## src/rtl/core/kmgq_ram.sv

```systemverilog
module kmgq_ram #(
	parameter int WIDTH = 8,
	parameter int DEPTH = 16
) (
	input  logic                     clk,
	input  logic                     we,
	input  logic [$clog2(DEPTH)-1:0] waddr,
	input  logic [WIDTH-1:0]         wdata,
	input  logic [$clog2(DEPTH)-1:0] raddr,
	output logic [WIDTH-1:0]         rdata
);
	logic [WIDTH-1:0] mem [DEPTH];

	always_ff @(posedge clk) begin
		if (we) begin
			mem[waddr] <= wdata;
		end
		rdata <= mem[raddr];
	end
endmodule

```

## config.mk

```make
export PLATFORM = sky130hd
export DESIGN_NAME = kmgq_ram
export DESIGN_NICKNAME = d
export VERILOG_FILES = /design/src/rtl/core/kmgq_ram.sv
export SDC_FILE = /design/constraint.sdc
export NUM_CORES = 1
export LEC_CHECK = 0
export BUFFER_PORTS_ARGS = -buffer_cell sky130_fd_sc_hd__buf_4
export CAP_MARGIN = 40
export CORE_MARGIN = 4
export CORE_UTILIZATION = 60
export DETAILED_ROUTE_END_ITERATION = 12
export GPL_TIMING_DRIVEN = 0
export PLACE_DENSITY = 0.78
export SETUP_SLACK_MARGIN = 0.4
export SLEW_MARGIN = 20
export SYNTH_ARGS = -nofsm -noshare
export SYNTH_HDL_FRONTEND = slang
export SYNTH_SLANG_ARGS = --single-unit
```

## constraint.sdc

```tcl
create_clock -name clk -period 2.3 [get_ports clk]
set_clock_uncertainty 0.1 [all_clocks]
set_input_delay 0.46 -clock clk [delete_from_list [all_inputs] [get_ports clk]]
set_output_delay 0.46 -clock clk [all_outputs]
set_load 0.005 [all_outputs]
```

# == Word level (Yosys, flattened, before mapping) ==
# Memories as Yosys holds them, arrays and structs flattened. A register that Yosys moved wholly into a read port is not among the register bits.
# Index checks and enable logic that the tools add are counted.
# totals
inputBits,18
wordCells,3
ram_bits,128
register_bits,0
n_memories,1
out_inout_bits,8
# mem_list
name,depth,word_bits,read_ports,rd_clocked_by_memory_dff,write_ports,line,text
mem,16,8,1,1,1,12,logic [WIDTH-1:0] mem [DEPTH];
# op_classes
mux,2
# ops
operator,count
two-way mux 1 bit,2

# == Depth between registers and ports, before layout ==
# depth
depth_word,2
ltp_mapped,5
depth_no_buf,3

# == Least setup slack after synthesis ==
# Ideal clock, no wire load.
# synth_timing
path_type,input port to flip-flop
start,input waddr[2]
end,memory mem[0][0] (enable)
path_stages,2
required_ns,1.817
arrival_time_ns,1.570
slack_ns,0.247
n_path_buf,0
setup_time_ns,0.383
cell_sequence,or3b_2 nor3_1
# synth_rtl
item,line,text
start: declaration,7,"input logic [$clog2(DEPTH)-1:0] waddr,"
end: declaration,12,
# Straight into the memory's write port.

# == Worst setup path in the final report ==
# layout_timing
start,input waddr[2]
end,memory mem[2][2] (enable)
# Straight into the memory's write port.

==> metrics.txt <==
remaining antenna violation count after routing=0; setup TNS=0 ns; max frequency=0.5771 GHz; critical path's top delay family=simple AND/OR/NAND/NOR gates; sequential area share after synthesis=between 70 and 80%; P_int=0.004621 W; Port-buffer cells=24; Routed WL=9952 um; Routability Congestion=around 0.69; Total GRT Usage=21.95%; standby leakage power=between 2 and 2.5 nW; Die W=100.6 um; CORE AREA=approximately 0.0083 mm^2; critical path class=in2reg; final setup vio count=0; min Tclk post-route=1.733 ns; synth unique cells=19; clock transition at the registers of the reported paths=0.06 ns; fraction of layout cells with a size suffix above 1=29.97%; row count=33; Detailed Routing Iterations Pass 1=5; Netlist Area Pre-Place=0.005147 mm^2; Crit path buffers/inverters=1; worst-margin pin slew=0.7965 ns; hold crit path type=in2reg; PwrDens=938.9 mW/mm^2; final period utilization=75.34%; sw power=0.001089 W; Comb pwr share=a little under 5%; # IOs=26; critical path's largest stage delay=0.64 ns; CTS tree=built; Placed Instances=358; FF+latch count, synth=136; Post-DP HPWL=5912 um; total grt overflow=0; full die area=approximately 0.010 mm^2; sequential share of power=about 49%; vias=2511; Synthesized Nets=247; Via density=about 6.4; Clock Power Share=46.3%; Slowest-stage cell, CP=nor2_1; crit path cell chain=buf_4 -> or3b_2 -> nor2_1; crit path max fanout=8; clock sinks=136; synthesized instance count=229; synth warn=0; run status=completed; DRC Markers=0; H-Tree Depth=4; worst path arrival time=1.77 ns; setup bufs post-CTS=0; diodes inserted=0; Clock Path Buffers=2; crit path capture type=flip-flop; chip height=approximately 100 um; Cell Count, Final, Fillers Out=392; Num CTS Buffers=17; RSZ-0062 raised after global routing=no; startpoint types=primary input; CTS root buf=clkbuf_8; max_cap viols=0; pin count of the biggest net entering global routing=17; Slew Limit Fails=0; post-CTS sizing=0; Fin. Hold Viols=0; Post-Syn Area per Cell=22.48 um^2; Worst slew margin=a little under half; vias in the first global route=roughly 2500; Switching Share=19.08%; Net count, final=292; Initial Utilization=between 60% and 70%; Worst Path Required=2.33 ns; wire length per cell=~25 um; initial antenna violation count=0; Iter 0 DRT Violations=328; Layout area overhead=18.16%; maximum VDD drop=0.7609 mV; latest clock arrival within the worst-skew pair=between 0.5 and 0.6 ns; CTS Hold Buffers Added=0; first-pass GRT wire length=15350 um
-- layer usage --
layer	wire length [um]	track usage [%]	up-vias
li1	-	-	1069
met1	3991	31.50	1281
met2	4882	32.86	139
met3	865	5.813	22
met4	212	8.394	0
met5	0	0	-
-- metrics by stage --
step | area, um^2 | hold slack (ns) | power (W) | utilization (%) | setup WS [ns]
after floorplan | 5152 | 0.4589 | 0.002976 | - | 0.4739
after global placement | 5464 | 0.5523 | 0.003099 | 65.84 | -0.02457
after detailed placement | 5479 | 0.5704 | 0.003113 | 66.02 | 0.05606
after CTS | 6067 | 0.1619 | 0.005727 | 73.10 | 0.5898
after global routing | 6082 | 0.1770 | 0.005869 | 73.29 | 0.5280
final | 6082 | 0.1736 | 0.005710 | 73.29 | 0.5673
-- cell families after synthesis --
group,count (synthesis),share of synthesized area (%)
compound gates,16,2.334
buf+inv,10,1.677
flops,136,77.78
mux,32,15.02
simple gates,35,3.184
-- power by group through the flow --
| stage | Combinational (W) | Clock, W | Sequential (W) |
|---|---|---|---|
| after global placement | 0.000267 | 0 | 0.00283 |
| after detailed placement | 0.000276 | 0 | 0.00284 |
| after CTS | 0.000281 | 0.00266 | 0.00279 |
| after floorplan | 0.000141 | 0 | 0.00284 |
| final | 0.000281 | 0.00264 | 0.00279 |
| after global routing | 0.000301 | 0.00278 | 0.00279 |
-- cell type report --
type	count	area, um^2
clock inverter	10	125.1
clock buffer	22	462.9
sequential	136	4004
fill	466	2217
timing repair buffer	26	195.2
multi-input combinational	83	1077
buffer	10	86.33
tap	105	131.4
-- synthesized netlist by cell type, drive strengths merged --
cell,n,area [um^2]
edfxtp,128,3844
mux4,32,773.2
a22oi,16,120.1
nor2,13,48.80
nand2,9,33.78
dfxtp,8,160.2
buf,7,56.30
nor3,4,20.02
clkdlybuf4s25,3,30.03
nand2b,2,12.51
nand3b,2,15.01
and2,1,6.260
and2b,1,7.510
nand3,1,5.000
nor2b,1,6.260
or3b,1,8.760
-- flip-flops by register name, indices dropped and copies added (netlist names) --
signal and flops:
mem 128, rdata 8
-- final timing paths --
path	start	end	slack, ns	cells past startpoint
worst min register to register	mem[10][0]	rdata[0]	0.58	3
worst max-delay path	waddr[2]	mem[2][2]	0.57	3
worst min-delay path	wdata[5]	mem[13][5]	0.17	1
worst max register to register	mem[5][0]	rdata[0]	0.75	3
-- cell usage in the layout, fill, tap and decap left out --
cell | Yosys | final
clkinv_4 | 0 | 1
clkbuf_8 | 0 | 4
clkdlybuf4s25_2 | 3 | 3
nor3_2 | 0 | 4
clkbuf_1 | 0 | 2
nor2_1 | 13 | 13
nand2b_1 | 2 | 2
buf_6 | 3 | 3
buf_4 | 1 | 27
clkinv_1 | 0 | 3
mux4_2 | 18 | 18
clkbuf_16 | 0 | 16
edfxtp_1 | 128 | 128
buf_2 | 3 | 3
a22oi_1 | 16 | 16
nand3_1 | 1 | 1
nor2b_1 | 1 | 1
or3b_2 | 1 | 1
and2_1 | 1 | 1
mux4_1 | 14 | 14
dfxtp_1 | 8 | 8
nand2_1 | 9 | 9
clkinv_2 | 0 | 3
bufinv_16 | 0 | 3
nand3b_1 | 2 | 2
and2b_1 | 1 | 1
Power figures use the tool's default switching activity.
