File: src/rtl/core/kmgq_divider.sv
module kmgq_divider (
	input  logic        clk,
	input  logic        arst_n,
	input  logic        start,
	input  logic [21:0] dividend,
	input  logic [6:0]  divisor,
	output logic        done,
	output logic [21:0] quotient
);
	logic [4:0]  cnt_q;
	logic        busy_q;
	logic [21:0] num_q;
	logic [7:0]  rem_q;
	logic [7:0]  trial;

	assign trial = {rem_q[6:0], num_q[21]};
	assign quotient = num_q;

	always_ff @(posedge clk or negedge arst_n) begin
		if (!arst_n) begin
			busy_q <= 1'b0;
			done <= 1'b0;
			cnt_q <= '0;
		end else begin
			done <= 1'b0;
			if (start) begin
				busy_q <= 1'b1;
				cnt_q <= 5'd0;
			end else if (busy_q) begin
				cnt_q <= cnt_q + 5'd1;
				if (cnt_q == 5'd21) begin
					busy_q <= 1'b0;
					done <= 1'b1;
				end
			end
		end
	end

	always_ff @(posedge clk) begin
		if (start) begin
			num_q <= dividend;
			rem_q <= '0;
		end else if (busy_q) begin
			if (trial >= {1'b0, divisor}) begin
				rem_q <= trial - {1'b0, divisor};
				num_q <= {num_q[20:0], 1'b1};
			end else begin
				rem_q <= trial;
				num_q <= {num_q[20:0], 1'b0};
			end
		end
	end
endmodule

File: config.mk
export PLATFORM = sky130hd
export DESIGN_NAME = kmgq_divider
export DESIGN_NICKNAME = d
export VERILOG_FILES = /design/src/rtl/core/kmgq_divider.sv
export SDC_FILE = /design/constraint.sdc
export NUM_CORES = 1
export LEC_CHECK = 0
export ABC_AREA = 1
export BUFFER_PORTS_ARGS = -buffer_cell sky130_fd_sc_hd__buf_2
export CORE_UTILIZATION = 50
export CTS_BUF_LIST = sky130_fd_sc_hd__clkbuf_4 sky130_fd_sc_hd__clkbuf_8
export CTS_CLUSTER_SIZE = 40
export DETAILED_ROUTE_END_ITERATION = 10
export PLACE_DENSITY = 0.83
export SLEW_MARGIN = 25
export SYNTH_ARGS = -nofsm -noshare
export SYNTH_HDL_FRONTEND = slang
export SYNTH_SLANG_ARGS = --single-unit
File: constraint.sdc
create_clock -name clk -period 2.2 [get_ports clk]
set_input_delay 0.11 -clock clk [delete_from_list [all_inputs] [get_ports clk]]
set_output_delay 0.11 -clock clk [all_outputs]
set_load 0.01 [all_outputs]
After elaboration in Yosys (flattened, before gate mapping). Index checks and enable logic that the tools add are counted.

Bits in latches: 0. Flip-flop bits (word level): 36. Bits of input ports: 32. Output and inout port bits: 23. ROM bits: 0. Word-level logic and storage cells: 22. Bits in writable memories: 0. Memories kept: 0.

Shift-type cells: 0. Divide/modulo/power cells: 0. Bitwise gates (word level): 0. Eq/ne operators: 1. Add/sub/neg operators: 2. Mux-type cells: 12. $lt $le $gt $ge: 1. Reduce and logical (&&, ||, !) cells: 1. $mul: 0.

Operators with widths (number): 22-bit 2-to-1 mux (2); 5-bit 2-to-1 mux (2); 8-bit by 7-bit greater-or-equal comparator with 1-bit output (1); 1-bit 2-to-1 mux (7); 7-bit 2-to-1 mux (1); 7-bit subtractor (1); 5-bit by 1-bit adder with 5-bit output (second input constant) (1); 5-bit equality test (second input constant) (1); 2-bit nonzero test (1).

Depth between registers and ports, before layout.
Depth after elaboration: 4. Depth in mapped cells: 11. Gate-level depth less buffers: 11.

Worst setup path after synthesis. Ideal clock, no wire load.

Path type: reg2reg. Start point: register num_q[21] (netlist: quotient[21]). End point: register rem_q[6]. Setup slack: 0.447 ns. Clock period less this slack: 1.753 ns. Stages on the path, launching flop included: 12. Library setup time: 0.113 ns. Path buffers: 0. Required time: 2.087 ns. Arrival time: 1.639 ns. Cell sequence: edfxtp_1 > inv_1 > ha_1 > fa_1 > inv_1 > nand3_1 > nand2_1 > nand2_1 > nand3_4 > nand3_1 > nand3_1 > nand2_1.

Cells in the longest elaborated chain, start to end: 2. Elaborated cells on any way between the ends: 3. Those cells by class: add/sub: 1; order compare: 1; mux: 1.

Ends and longest elaborated chain: start: declaration (RTL line 12) `logic [21:0] num_q;`; start signal: assignment (RTL line 41) `num_q <= dividend;`; start signal: assignment (RTL line 46) `num_q <= {num_q[20:0], 1'b1};`; start signal: assignment (RTL line 49) `num_q <= {num_q[20:0], 1'b0};`; 7-bit subtractor / 8-bit by 7-bit greater-or-equal comparator with 1-bit output (equally long branches) (RTL line 45, 44); 7-bit 2-to-1 mux * (RTL line 44) `if (trial >= {1'b0, divisor}) begin`; end signal: assignment (RTL line 45) `rem_q <= trial - {1'b0, divisor};`; end signal: assignment (RTL line 48) `rem_q <= trial;`; end: declaration (RTL line 13) `logic [7:0] rem_q;`.

Mark *: on every way between the ends. The rest lies on a longest branch, timed or not. A chain may end at the register's enable or synchronous reset.

Worst setup path after layout.
Start point: register num_q[21] (netlist: quotient[21]). End point: register rem_q[5].

Same word-level chain as after synthesis.

==> flow_metrics.tcl <==
set metrics [dict create \
    drv_cap 0 \
    syn_area_sq_um 1960 \
    io_buffer_count 54 \
    place_congestion 0.846 \
    dpl.hpwl_microns 2940 \
    period_share 0.841 \
    ios 55 \
    synthCells 241 \
    grt_pass1_vias 1549 \
    slew_headroom 0.414 \
    setup-tns-final_ns 0 \
    worst_pin_slew_ns 0.879 \
    synthDominantCellAreaShare 0.337 \
    crit_type "reg2reg" \
    vias_per_cell 4.93 \
    grt-ovfl-total 0 \
    clockRootBuffer "clkbuf_8" \
    fin_skew_ns 0.00712 \
    holdBufCountCts 1 \
    cts_buffers 5 \
    hold_violations 0 \
    initial_core_util 0.528 \
    first_pass_iters 4 \
    ys_types 29 \
    wl_microns 4010 \
    holdWs_ns 0.0909 \
    max_freq_mhz 540 \
    post-route-drc-count 0 \
    core_area_sq_um 3720 \
    cp_data_required_time_ns 2.37 \
    power.density_nw_per_um2 1010 \
    cp-start-kind "register" \
    cp.arrival_ns 2.02 \
    yosysTopAreaCell "edfxtp_1" \
    grt_pass1_wl_microns 6720 \
    fin_ws_ns 0.350 \
    clk_latency_ns 0.28 \
    ir_worst_vdd_uv 540 \
    first_iter_violations 193 \
    dr_total_vias 1717 \
    yosysWarnings 0 \
    ys_seq_elements 36 \
    clkTransAtPathRegs_ns 0.07 \
    layout_min_cycle_time_ns 1.85 \
    die_w_microns 64.7 \
    antenna_found_initial 0 \
    htree_num_levels 2 \
    grt_max_degree 27 \
    gr-usage-all-layers 0.213 \
    fp.dieH_microns 64.7 \
    cts_buffer_depth 2 \
    diodes 0 \
    status "finished, final reports clean" \
    final_net_count 341 \
    finalMaxSlewViolations 0 \
    cts_tree "done" \
    clock_sinks 36 \
    postCtsSetupBuffers 0 \
    setup_viol 0 \
    place_ws_ns 0.374 \
    cp_max_fo 7 \
    end_kind "register" \
    seq_area_frac_synth 0.497 \
    fillerInstances 323 \
    worst_hold_path_type "in2reg" \
    syn_nets 283 \
    drive_above_1_share 0.237 \
    area_growth_pct 22.4 \
    wire_per_inst_microns 11.5 \
    cts_resized 0 \
    syn_avg_cell_area_sq_um 8.15 \
    rsz0062_at_grt "no" \
    synth_area_leaders "edfxtp_1 (34%), nand2_1 (21%), dfrtp_1 (8.9%)" \
    ant_nets 0 \
    die-area_sq_um 4180 \
    row_count 22 \
    leakage_nw 1.29 \
]
==> sequential cells by signal, indices dropped and copies added (netlist names) <==
register	cells
quotient	22
rem_q	7
cnt_q	5
busy_q	1
done	1
==> power breakdown <==
group	switching (W)	internal [W]
clock network	0.000228	0.000349
logic	0.000529	0.000370
registers	0.0000990	0.000854
total	0.000856	0.00157
==> critical path, stage by stage (launching register included) <==
cell      delay [ns]
edfxtp_1        0.36
inv_1           0.06
ha_1            0.20
fa_1            0.40
inv_1           0.09
nand3_1         0.06
nand2_1         0.14
nand2_1         0.11
nand3_4         0.11
nand3_1         0.08
nand3_1         0.08
nand2_1         0.05
==> cells by family after synthesis <==
| kind of cell | Yosys count | share of synthesized area |
|---|---|---|
| xor+xnor | 2 | 0.00892 |
| flops | 36 | 0.497 |
| simple gates | 148 | 0.324 |
| fa+ha+maj | 10 | 0.0676 |
| compound gates | 10 | 0.0344 |
| buf+inv | 35 | 0.0676 |
==> placed cells by master, fill, tap and decap left out, types with 3 or more instances in the layout <==
| master | netlist | layout |
|---|---|---|
| nand3b_1 | 4 | 4 |
| edfxtp_1 | 22 | 22 |
| inv_1 | 26 | 26 |
| nor2_1 | 6 | 6 |
| ha_1 | 9 | 9 |
| a21oi_1 | 5 | 5 |
| nand4_1 | 4 | 4 |
| dfxtp_1 | 7 | 7 |
| nand2_1 | 108 | 108 |
| clkbuf_8 | 0 | 5 |
| inv_2 | 3 | 3 |
| nor3_1 | 3 | 3 |
| dfrtp_1 | 7 | 7 |
| nand3_1 | 18 | 18 |
| buf_2 | 1 | 54 |
==> per-stage QoR <==
step / instance area (sq um) / std cells / total power, W / utilization
2_1_floorplan: 1960 / 241 / 0.00163 / -
3_3_place_gp: 2280 / 339 / 0.00183 / 0.614
3_5_place_dp: 2280 / 339 / 0.00186 / 0.614
4_1_cts: 2400 / 348 / 0.00243 / 0.646
5_1_grt: 2400 / 348 / 0.00262 / 0.646
6_report: 2400 / 348 / 0.00243 / 0.646
==> metal layers <==
metal,GRT usage,wire length (microns),part of all wire,vias to the layer above
met2,0.347,1960,0.49,39
li1,-,-,-,889
met3,0.0511,132,0.033,6
met1,0.272,1850,0.46,783
met4,0.0833,57,0.014,0
met5,0,0,0,-
==> area by class of cell <==
type,count,area [sq um],area share
Tap cell,48,60.1,0.0250
Sequential cell,36,976,0.406
Clock inverter,2,35.0,0.0146
Inverter,30,113,0.0469
Multi-Input combinational cell,170,855,0.356
Clock buffer,6,76.3,0.0318
Timing Repair Buffer,56,288,0.120
==> worst paths after layout <==
path	from	end	slack, ns	depth (start not counted)
hold reg to reg	rem_q[0]	rem_q[0]	0.48	2
max in group asynchronous	arst_n	cnt_q[0]	1.85	2
setup / recovery	quotient[21]	rem_q[5]	0.35	11
hold / removal	dividend[13]	quotient[13]	0.09	3
min in group asynchronous	arst_n	cnt_q[1]	0.20	2
setup reg to reg	quotient[21]	rem_q[5]	0.35	11
==> cells in the mapped netlist <==
library cell    n
o22ai_1         1
dfrtp_1         7
clkinv_1        1
nor2_2          1
buf_2           1
nor2_4          1
fa_1            1
nand2_1       108
nand3_1        18
or2_1           1
nor2_1          6
nor3b_1         1
ha_1            9
clkbuf_1        4
nand3b_1        4
a31oi_1         1
inv_2           3
o21ai_2         1
dfxtp_1         7
inv_1          26
nand4_1         4
a21oi_4         1
edfxtp_1       22
xor2_1          1
a21oi_1         5
nand3_4         1
xnor2_1         1
o21ai_0         1
nor3_1          3
Power figures use the tool's default switching activity.
